[src/hdl/binary_to_english_number_words_assert.svh]
// Assertion macros for the number-to-words reader.
`ifndef BINARY_TO_ENGLISH_NUMBER_WORDS_ASSERT_SVH
`define BINARY_TO_ENGLISH_NUMBER_WORDS_ASSERT_SVH

`ifndef SYNTH
// Concurrent check on an explicit clock and reset.
`define BEW_ASSERT_CLK(lbl, clk, rst, prop) \
  lbl: assert property (@(posedge clk) disable iff (rst) prop) \
    else $error("bew assertion failed");
// Concurrent check on the block's own clock and reset.
`define BEW_ASSERT(lbl, prop) \
  `BEW_ASSERT_CLK(lbl, clk_i, !rst_ni, prop)
`else
`define BEW_ASSERT_CLK(lbl, clk, rst, prop)
`define BEW_ASSERT(lbl, prop)
`endif

`endif

[src/hdl/bew_pkg.sv]
// Types and constants shared by the number-to-words reader.
`default_nettype none

package bew_pkg;

  localparam int unsigned NUM_W    = 31;
  localparam int unsigned WORD_W   = 5;
  localparam int unsigned NUM_DIGITS = 10;

  // Word codes
  localparam logic [WORD_W-1:0] WORD_ZERO      = 5'd0;
  localparam logic [WORD_W-1:0] WORD_TEEN_BASE = 5'd10;
  // Twenty is code 20 for a tens digit of 2
  localparam logic [WORD_W-1:0] WORD_TENS_OFS  = 5'd18;
  localparam logic [WORD_W-1:0] WORD_HUNDRED   = 5'd28;
  // Thousand/Million/Billion are 28 + group index 1/2/3
  localparam logic [WORD_W-1:0] WORD_SCALE_OFS = 5'd28;

  // Last shift step of the binary to BCD conversion
  localparam logic [4:0] CONV_LAST = 5'(NUM_W - 1);

  typedef enum logic [3:0] {
    ST_IDLE  = 4'b0001,
    ST_CONV  = 4'b0010,
    ST_EMIT  = 4'b0100,
    ST_FLUSH = 4'b1000
  } state_e;

  typedef struct packed {
    logic load;
    logic shift;
    logic step;
    logic flush;
  } dp_cmd_t;

  typedef struct packed {
    logic conv_done;
    logic slot_last;
    logic step_ok;
    logic out_free;
  } dp_sts_t;

endpackage

`default_nettype wire

[src/hdl/bew_num_if.sv]
// Input channel carrying one number per transaction.
`default_nettype none

interface bew_num_if;
  logic                        valid;
  logic                        ready;
  logic [bew_pkg::NUM_W-1:0]   number;

  modport source (output valid, output number, input ready);
  modport sink   (input valid, input number, output ready);
endinterface

`default_nettype wire

[src/hdl/bew_word_if.sv]
// Output channel carrying one word token per transaction.
`default_nettype none

interface bew_word_if;
  logic                        valid;
  logic                        ready;
  logic [bew_pkg::WORD_W-1:0]  word;
  logic                        last;

  modport source (output valid, output word, output last, input ready);
  modport sink   (input valid, input word, input last, output ready);
endinterface

`default_nettype wire

[src/hdl/binary_to_english_number_words.sv]
// Top level of the number-to-words reader: controller, datapath and checks.
//
//   channel  dir  payload            transaction
//   num_i    in   number[30:0]       one number to read out
//   wrd_o    out  word[4:0], last    one word token, last set on the final one
//
// A number passes, in order, through an accept state, a 31-step bit-serial binary
// to BCD conversion, a walk of 20 token slots (4 groups of 5) and a flush.
// Reset is asynchronous and active low; it leaves the block idle and ready.
// A stalled output holds the token walk; the next number is taken while the
// final token of the previous one still waits in the output register.
`default_nettype none

`include "binary_to_english_number_words_assert.svh"

module binary_to_english_number_words (
  input  logic        clk_i,
  input  logic        rst_ni,
  bew_num_if.sink     num_i,
  bew_word_if.source  wrd_o
);

  bew_pkg::dp_cmd_t cmd;
  bew_pkg::dp_sts_t sts;

  bew_ctrl u_ctrl (
    .clk_i      (clk_i),
    .rst_ni     (rst_ni),
    .in_valid_i (num_i.valid),
    .in_ready_o (num_i.ready),
    .sts_i      (sts),
    .cmd_o      (cmd)
  );

  bew_dp u_dp (
    .clk_i       (clk_i),
    .rst_ni      (rst_ni),
    .number_i    (num_i.number),
    .cmd_i       (cmd),
    .sts_o       (sts),
    .out_valid_o (wrd_o.valid),
    .out_ready_i (wrd_o.ready),
    .out_word_o  (wrd_o.word),
    .out_last_o  (wrd_o.last)
  );

  // A flush that completes leaves the final token in the output register
  `BEW_ASSERT(a_flush_last, (cmd.flush && sts.out_free) |=> (wrd_o.valid && wrd_o.last))
  // No second number is taken the cycle after one is accepted
  `BEW_ASSERT(a_one_in_flight, (num_i.valid && num_i.ready) |=> !num_i.ready)
  // Conversion end hands over to the token walk
  `BEW_ASSERT(a_conv_to_emit, (cmd.shift && sts.conv_done) |=> cmd.step)
  // The last slot hands over to the flush
  `BEW_ASSERT(a_walk_to_flush, (cmd.step && sts.step_ok && sts.slot_last) |=> cmd.flush)

endmodule

`default_nettype wire

[src/hdl/bew_ctrl.sv]
// Controller state machine sequencing load, conversion, token walk and flush.
`default_nettype none

module bew_ctrl (
  input  logic              clk_i,
  input  logic              rst_ni,
  input  logic              in_valid_i,
  output logic              in_ready_o,
  input  bew_pkg::dp_sts_t  sts_i,
  output bew_pkg::dp_cmd_t  cmd_o
);

  bew_pkg::state_e state_q, state_d;

  // Next state and commands
  always_comb begin
    state_d    = state_q;
    cmd_o      = '0;
    in_ready_o = 1'b0;
    unique case (state_q)
      bew_pkg::ST_IDLE: begin
        in_ready_o = 1'b1;
        if (in_valid_i) begin
          cmd_o.load = 1'b1;
          state_d    = bew_pkg::ST_CONV;
        end
      end
      bew_pkg::ST_CONV: begin
        cmd_o.shift = 1'b1;
        if (sts_i.conv_done) begin
          state_d = bew_pkg::ST_EMIT;
        end
      end
      bew_pkg::ST_EMIT: begin
        cmd_o.step = 1'b1;
        if (sts_i.step_ok && sts_i.slot_last) begin
          state_d = bew_pkg::ST_FLUSH;
        end
      end
      bew_pkg::ST_FLUSH: begin
        cmd_o.flush = 1'b1;
        if (sts_i.out_free) begin
          state_d = bew_pkg::ST_IDLE;
        end
      end
      default: begin
        state_d = bew_pkg::ST_IDLE;
      end
    endcase
  end

  // State register
  always_ff @(posedge clk_i or negedge rst_ni) begin
    if (!rst_ni) begin
      state_q <= bew_pkg::ST_IDLE;
    end else begin
      state_q <= state_d;
    end
  end

endmodule

`default_nettype wire

[src/hdl/bew_dp.sv]
// Datapath: bit-serial BCD conversion, token slot walk, pending and output registers.
`default_nettype none

module bew_dp (
  input  logic                         clk_i,
  input  logic                         rst_ni,
  input  logic [bew_pkg::NUM_W-1:0]    number_i,
  input  bew_pkg::dp_cmd_t             cmd_i,
  output bew_pkg::dp_sts_t             sts_o,
  output logic                         out_valid_o,
  input  logic                         out_ready_i,
  output logic [bew_pkg::WORD_W-1:0]   out_word_o,
  output logic                         out_last_o
);

  // Token slots within one three-digit group
  typedef enum logic [2:0] {
    SL_HUNDREDS     = 3'd0,
    SL_HUNDRED_WORD = 3'd1,
    SL_TENS         = 3'd2,
    SL_UNITS        = 3'd3,
    SL_SCALE        = 3'd4
  } slot_e;

  logic [bew_pkg::NUM_DIGITS-1:0][3:0] bcd_q, bcd_d, adj;
  logic [bew_pkg::NUM_W-1:0]           bin_q, bin_d;
  logic [4:0]                          cnt_q, cnt_d;
  logic [1:0]                          grp_q, grp_d;
  slot_e                               pos_q, pos_d;
  logic                                pend_valid_q, pend_valid_d;
  logic [bew_pkg::WORD_W-1:0]          pend_word_q, pend_word_d;
  logic                                out_valid_q, out_valid_d;
  logic [bew_pkg::WORD_W-1:0]          out_word_q, out_word_d;
  logic                                out_last_q, out_last_d;

  logic [3:0]                 dig_h, dig_t, dig_u;
  logic                       tok_vld;
  logic [bew_pkg::WORD_W-1:0] tok;
  logic                       out_free, step_ok, advance, push_step, push_flush;

  // Double-dabble adjust: add 3 to every digit of 5 or more
  always_comb begin
    for (int i = 0; i < bew_pkg::NUM_DIGITS; i++) begin
      adj[i] = (bcd_q[i] >= 4'd5) ? (bcd_q[i] + 4'd3) : bcd_q[i];
    end
  end

  // Digits of the current group (group 3 holds the billions digit only)
  always_comb begin
    unique case (grp_q)
      2'd3: begin
        dig_h = 4'd0;     dig_t = 4'd0;     dig_u = bcd_q[9];
      end
      2'd2: begin
        dig_h = bcd_q[8]; dig_t = bcd_q[7]; dig_u = bcd_q[6];
      end
      2'd1: begin
        dig_h = bcd_q[5]; dig_t = bcd_q[4]; dig_u = bcd_q[3];
      end
      2'd0: begin
        dig_h = bcd_q[2]; dig_t = bcd_q[1]; dig_u = bcd_q[0];
      end
    endcase
  end

  // Token produced by the current slot, if any
  always_comb begin
    tok_vld = 1'b0;
    tok     = bew_pkg::WORD_ZERO;
    unique case (pos_q)
      SL_HUNDREDS: begin
        tok_vld = (dig_h != 4'd0);
        tok     = {1'b0, dig_h};
      end
      SL_HUNDRED_WORD: begin
        tok_vld = (dig_h != 4'd0);
        tok     = bew_pkg::WORD_HUNDRED;
      end
      SL_TENS: begin
        if (dig_t == 4'd1) begin
          // ten to nineteen
          tok_vld = 1'b1;
          tok     = bew_pkg::WORD_TEEN_BASE + {1'b0, dig_u};
        end else if (dig_t >= 4'd2) begin
          tok_vld = 1'b1;
          tok     = bew_pkg::WORD_TENS_OFS + {1'b0, dig_t};
        end else begin
          tok_vld = (dig_u != 4'd0);
          tok     = {1'b0, dig_u};
        end
      end
      SL_UNITS: begin
        tok_vld = (dig_t >= 4'd2) && (dig_u != 4'd0);
        tok     = {1'b0, dig_u};
      end
      SL_SCALE: begin
        tok_vld = ((dig_h | dig_t | dig_u) != 4'd0) && (grp_q != 2'd0);
        tok     = bew_pkg::WORD_SCALE_OFS + {3'b000, grp_q};
      end
      default: begin
        tok_vld = 1'b0;
      end
    endcase
  end

  // Handshake bookkeeping
  assign out_free   = !out_valid_q || out_ready_i;
  assign step_ok    = !(tok_vld && pend_valid_q && !out_free);
  assign advance    = cmd_i.step && step_ok;
  assign push_step  = advance && tok_vld && pend_valid_q;
  assign push_flush = cmd_i.flush && out_free;

  assign sts_o.conv_done = (cnt_q == bew_pkg::CONV_LAST);
  assign sts_o.slot_last = (grp_q == 2'd0) && (pos_q == SL_SCALE);
  assign sts_o.step_ok   = step_ok;
  assign sts_o.out_free  = out_free;

  // Conversion and slot walk next values
  always_comb begin
    bcd_d = bcd_q;
    bin_d = bin_q;
    cnt_d = cnt_q;
    grp_d = grp_q;
    pos_d = pos_q;
    if (cmd_i.load) begin
      bcd_d = '0;
      bin_d = number_i;
      cnt_d = 5'd0;
      grp_d = 2'd3;
      pos_d = SL_HUNDREDS;
    end else if (cmd_i.shift) begin
      bcd_d[0] = {adj[0][2:0], bin_q[bew_pkg::NUM_W-1]};
      for (int i = 1; i < bew_pkg::NUM_DIGITS; i++) begin
        bcd_d[i] = {adj[i][2:0], adj[i-1][3]};
      end
      bin_d = {bin_q[bew_pkg::NUM_W-2:0], 1'b0};
      cnt_d = cnt_q + 5'd1;
    end else if (advance) begin
      unique case (pos_q)
        SL_HUNDREDS:     pos_d = SL_HUNDRED_WORD;
        SL_HUNDRED_WORD: pos_d = SL_TENS;
        SL_TENS:         pos_d = SL_UNITS;
        SL_UNITS:        pos_d = SL_SCALE;
        SL_SCALE: begin
          pos_d = SL_HUNDREDS;
          grp_d = grp_q - 2'd1;
        end
        default:         pos_d = SL_HUNDREDS;
      endcase
    end
  end

  // Pending token and output register next values
  always_comb begin
    pend_valid_d = pend_valid_q;
    pend_word_d  = pend_word_q;
    out_word_d   = out_word_q;
    out_last_d   = out_last_q;
    out_valid_d  = out_valid_q && !out_ready_i;
    if (cmd_i.load) begin
      pend_valid_d = 1'b0;
    end else if (advance && tok_vld) begin
      pend_valid_d = 1'b1;
      pend_word_d  = tok;
    end
    if (push_step) begin
      out_valid_d = 1'b1;
      out_word_d  = pend_word_q;
      out_last_d  = 1'b0;
    end else if (push_flush) begin
      // final token; a number with no tokens reads as Zero
      out_valid_d  = 1'b1;
      out_word_d   = pend_valid_q ? pend_word_q : bew_pkg::WORD_ZERO;
      out_last_d   = 1'b1;
      pend_valid_d = 1'b0;
    end
  end

  // Control registers
  always_ff @(posedge clk_i or negedge rst_ni) begin
    if (!rst_ni) begin
      pend_valid_q <= 1'b0;
      out_valid_q  <= 1'b0;
      cnt_q        <= 5'd0;
      grp_q        <= 2'd0;
      pos_q        <= SL_HUNDREDS;
    end else begin
      pend_valid_q <= pend_valid_d;
      out_valid_q  <= out_valid_d;
      cnt_q        <= cnt_d;
      grp_q        <= grp_d;
      pos_q        <= pos_d;
    end
  end

  // Payload registers
  always_ff @(posedge clk_i) begin
    bcd_q       <= bcd_d;
    bin_q       <= bin_d;
    pend_word_q <= pend_word_d;
    out_word_q  <= out_word_d;
    out_last_q  <= out_last_d;
  end

  assign out_valid_o = out_valid_q;
  assign out_word_o  = out_word_q;
  assign out_last_o  = out_last_q;

endmodule

`default_nettype wire
[src/flat_wrapper.sv]
// flat-port wrapper written by rule: the top's interface ports become plain ports
module binary_to_english_number_words_flat 
  (clk_i, rst_ni, num_i_valid, num_i_number, num_i_ready, wrd_o_valid, wrd_o_word, wrd_o_last, wrd_o_ready);
  bew_num_if num_i_i ();
  bew_word_if wrd_o_i ();
  input  logic clk_i;
  input  logic rst_ni;
  input wire logic [$bits(num_i_i.valid)-1:0] num_i_valid;
  input wire logic [$bits(num_i_i.number)-1:0] num_i_number;
  output wire logic [$bits(num_i_i.ready)-1:0] num_i_ready;
  output wire logic [$bits(wrd_o_i.valid)-1:0] wrd_o_valid;
  output wire logic [$bits(wrd_o_i.word)-1:0] wrd_o_word;
  output wire logic [$bits(wrd_o_i.last)-1:0] wrd_o_last;
  input wire logic [$bits(wrd_o_i.ready)-1:0] wrd_o_ready;
  assign num_i_i.valid = num_i_valid;
  assign num_i_i.number = num_i_number;
  assign num_i_ready = num_i_i.ready;
  assign wrd_o_valid = wrd_o_i.valid;
  assign wrd_o_word = wrd_o_i.word;
  assign wrd_o_last = wrd_o_i.last;
  assign wrd_o_i.ready = wrd_o_ready;
  binary_to_english_number_words u_core (.clk_i(clk_i), .rst_ni(rst_ni), .num_i(num_i_i), .wrd_o(wrd_o_i));
endmodule
[config.mk]
export PLATFORM = sky130hd
export DESIGN_NAME = binary_to_english_number_words_flat
export DESIGN_NICKNAME = d
export VERILOG_FILES = /design/src/hdl/bew_pkg.sv /design/src/hdl/bew_num_if.sv /design/src/hdl/bew_word_if.sv /design/src/hdl/binary_to_english_number_words.sv /design/src/hdl/bew_ctrl.sv /design/src/hdl/bew_dp.sv /design/src/flat_wrapper.sv
export VERILOG_INCLUDE_DIRS = /design/src /design/src/hdl
export SDC_FILE = /design/constraint.sdc
export NUM_CORES = 1
export LEC_CHECK = 0
export BUFFER_PORTS_ARGS = -buffer_cell sky130_fd_sc_hd__buf_2
export CORE_UTILIZATION = 52
export DETAILED_ROUTE_END_ITERATION = 10
export HOLD_SLACK_MARGIN = 0.12
export PLACE_DENSITY = 0.67
export SETUP_SLACK_MARGIN = 0.05
export SYNTH_ARGS = -nofsm -noshare
export SYNTH_HDL_FRONTEND = slang
export SYNTH_HIERARCHICAL = 1
export SYNTH_SLANG_ARGS = --single-unit
[constraint.sdc]
create_clock -name clk_i -period 7.7 [get_ports clk_i]
set_input_delay 0.77 -clock clk_i [delete_from_list [all_inputs] [get_ports clk_i]]
set_output_delay 0.77 -clock clk_i [all_outputs]
set_load 0.05 [all_outputs]
==> reports/results.ini <==
[sta]
fmax_mhz=298.6
slew_headroom=0.2778
slew_violations=0
finClkSkew_ns=0.01420
setup_viol=0
worstMarginPinSlew_ns=1.083
min_period_ns=3.349
hold_violations=0
rsz0062_at_grt=false
final.setup.tns_ns=0
period_share=0.4349

[clock_tree]
cts.clk_slew.worst_paths_ns=0.10
cts-hold-fix-buffers=0
cts_tree=done
cts_buffers=9
cts-root-buf=clkbuf_8
clkLatencyLatePin_ns=0.37
cts_resized=0
h-tree-depth=3
clk_path_buf_depth=2
post-cts-setup-buffers=0
cts_num_sinks=98

[setup_path]
critPathArrivalTime_ns=3.47
worstPathMaxFanout=16
rr_worst_depth=9
worstPathRequired_ns=7.82
crit_type=reg2reg
setup.worst_path.start_class=flip-flop
end_kind=flip-flop

[yosys]
synth_area_leader_cell=edfxtp_1
syn_avg_cell_area_um2=9.769
syn_inst=556
yosys_warnings=6
ys_async_sr_fraction=0.1633
synth.top_cells.by_area=edfxtp_1, dfxtp_1, dfrtp_1
synth.distinct_cells=55
synth_edf_count=41
synth_seq_cells=98
dominantRegCellSynth=edfxtp_1
syn_nets=619
syn-cell-area_um2=5431
ys_seq_area_frac=0.4517
synth_top_area_share=0.2267

[global_route]
grt_pass1_vias=3842
overflow=0
gr-usage-all-layers=0.2095
grt_max_degree=88
antenna_found_initial=0
grt_pass1_wl_um=18280

[placement]
io_buffers=42
dpl.cell_count=703
hpwlAfterDp_um=7349
place.gp.congestion=0.8730

[floorplanning]
ioPinCount=43
core_area_um2=9955
die_h_um=104.2
die_w_um=104.2
initial_core_util=0.5456
die_area_um2=10860
rows=36

[layout]
final_nets=644
layout-drive-gt1-share=0.1775
n_fill_cell=880
antenna_cells=0
syn_to_final_growth_pct=9.284
final-instance-count-excl-fill=719

[route]
avgViaCountPerCell=5.711
wl_per_cell_um=14.90
route.vias.total=4106
drt-total-wl_um=10710
first_pass_iters=5
drt.antenna.violating_nets=0
drt-initial-drc-count=233
drcViolationCount=0

[worst_hold_path]
hold_class=in2async

[power_and_ir_drop]
powerDensity_nw_per_um2=306.0
leakagePower_nw=2.279
ir_worst_vdd_mv=0.1507

[status]
outcome=completed

[flow_run]
cap_violations=0

state kept, by name, summed over array words and instances (netlist names):
register / cells
u_core/u_dp/bin_q: 31
u_core/u_dp/pend_word_q: 5
u_core/u_dp/out_valid_o: 1
u_core/u_dp/pos_q: 3
u_core/u_dp/out_word_o: 5
u_core/u_dp/bcd_q: 40
u_core/u_dp/grp_q: 2
u_core/u_dp/pend_valid_q: 1
u_core/u_dp/out_last_o: 1
u_core/u_dp/cnt_q: 5
u_core/u_ctrl/state_q: 4
layer usage:
metal,up-vias,routed length [um],track usage
met5,-,0,0
met4,0,218,0.08878
met3,16,549,0.02820
met2,109,4924,0.3395
met1,1944,5017,0.2816
li1,2037,-,-
worst max-delay path, stage by stage, from the launching register on:
cell and delay [ns]:
dfrtp_1 0.45, inv_1 0.09, ha_1 0.39, a222oi_1 0.96, a41oi_1 0.25, a32o_1 0.32, a31oi_1 0.15, a21boi_1 0.13
a21oi_1 0.21, nor2_1 0.14
cell usage in the layout, fill, tap and decap left out, types with 10 or more instances in the layout:
| cell type | count |
|---|---|
| nand3_1 | 12 |
| mux2i_1 | 20 |
| inv_1 | 30 |
| xor2_1 | 13 |
| dfrtp_1 | 15 |
| o21ai_0 | 41 |
| buf_2 | 42 |
| edfxtp_1 | 41 |
| xnor2_1 | 12 |
| nor3_1 | 13 |
| a21oi_1 | 49 |
| a222oi_1 | 12 |
| clkbuf_8 | 10 |
| mux2_2 | 30 |
| nand2_1 | 32 |
| ha_1 | 28 |
| nand2b_1 | 13 |
| nor2_1 | 55 |
| dfxtp_1 | 41 |
power by group:
group	switching (mW)	internal [mW]
clock network	0.182	0.224
registers	0.127	0.736
logic	0.308	0.238
total	0.618	1.20
final cells by class:
cell class                      count  area [um2]  share of cell area
Sequential cell                    98        2454              0.4134
Multi-Input combinational cell    396        2726              0.4593
Clock buffer                       11       141.4             0.02382
Inverter                           32       120.1             0.02024
Tap cell                          133       166.4             0.02804
Clock inverter                      5       102.6             0.01728
Timing Repair Buffer               44       225.2             0.03794
cells in the mapped netlist (13+ instances only):
| cell type | count |
|---|---|
| nor3_1 | 13 |
| ha_1 | 28 |
| inv_1 | 30 |
| nand2b_1 | 13 |
| dfxtp_1 | 41 |
| a21oi_1 | 49 |
| nor2_1 | 55 |
| nand2_1 | 32 |
| mux2i_1 | 20 |
| edfxtp_1 | 41 |
| dfrtp_1 | 15 |
| xor2_1 | 13 |
| clkbuf_1 | 19 |
| mux2_2 | 30 |
| o21ai_0 | 41 |
logic make-up after synthesis:
kind of cell | Yosys count | synth area share
AOI/OAI and AO/OA | 123 | 0.1364
xor gates and xnor gates | 25 | 0.04031
adders and majority gates | 29 | 0.06658
buffers and inverters | 62 | 0.04653
DFF | 98 | 0.4517
muxes | 50 | 0.09905
and+or+nand+nor | 169 | 0.1594
worst paths after layout:
| path | startpoint | to | slack (ns) |
|---|---|---|---|
| hold / removal | rst_ni | u_core/u_dp/pend_valid_q$_DFF_PN0_ | 0.30 |
| max in group asynchronous | rst_ni | u_core/u_ctrl/state_q[0]$_DFFE_PN1P_ | 7.09 |
| hold reg to reg | u_core/u_dp/bin_q[30]$_DFFE_PP_ | u_core/u_dp/bcd_q[0]$_SDFFE_PP0P_ | 0.49 |
| setup reg to reg | u_core/u_dp/grp_q[0]$_DFFE_PN0P_ | u_core/u_dp/out_word_o[2]$_DFFE_PP_ | 4.35 |
| min in group clk_i | u_core/u_dp/bin_q[30]$_DFFE_PP_ | u_core/u_dp/bcd_q[0]$_SDFFE_PP0P_ | 0.49 |
| setup / recovery | u_core/u_dp/grp_q[0]$_DFFE_PN0P_ | u_core/u_dp/out_word_o[2]$_DFFE_PP_ | 4.35 |
metrics by stage:
| step | cell area (um2) | setup slack [ns] | total power, mW | util | hold slack, ns |
|---|---|---|---|---|---|
| 2_1_floorplan | 5431 | 4.347 | 1.284 | - | 0.4447 |
| 3_3_place_gp | 5692 | 4.485 | 1.400 | 0.5718 | 0.4639 |
| 3_5_place_dp | 5692 | 4.395 | 1.424 | 0.5718 | 0.4741 |
| 4_1_cts | 5936 | 4.384 | 1.830 | 0.5963 | 0.3010 |
| 5_1_grt | 5936 | 4.020 | 1.934 | 0.5963 | 0.3200 |
| 6_report | 5936 | 4.351 | 1.816 | 0.5963 | 0.2986 |
No activity file was read; power rests on OpenSTA's default activity.
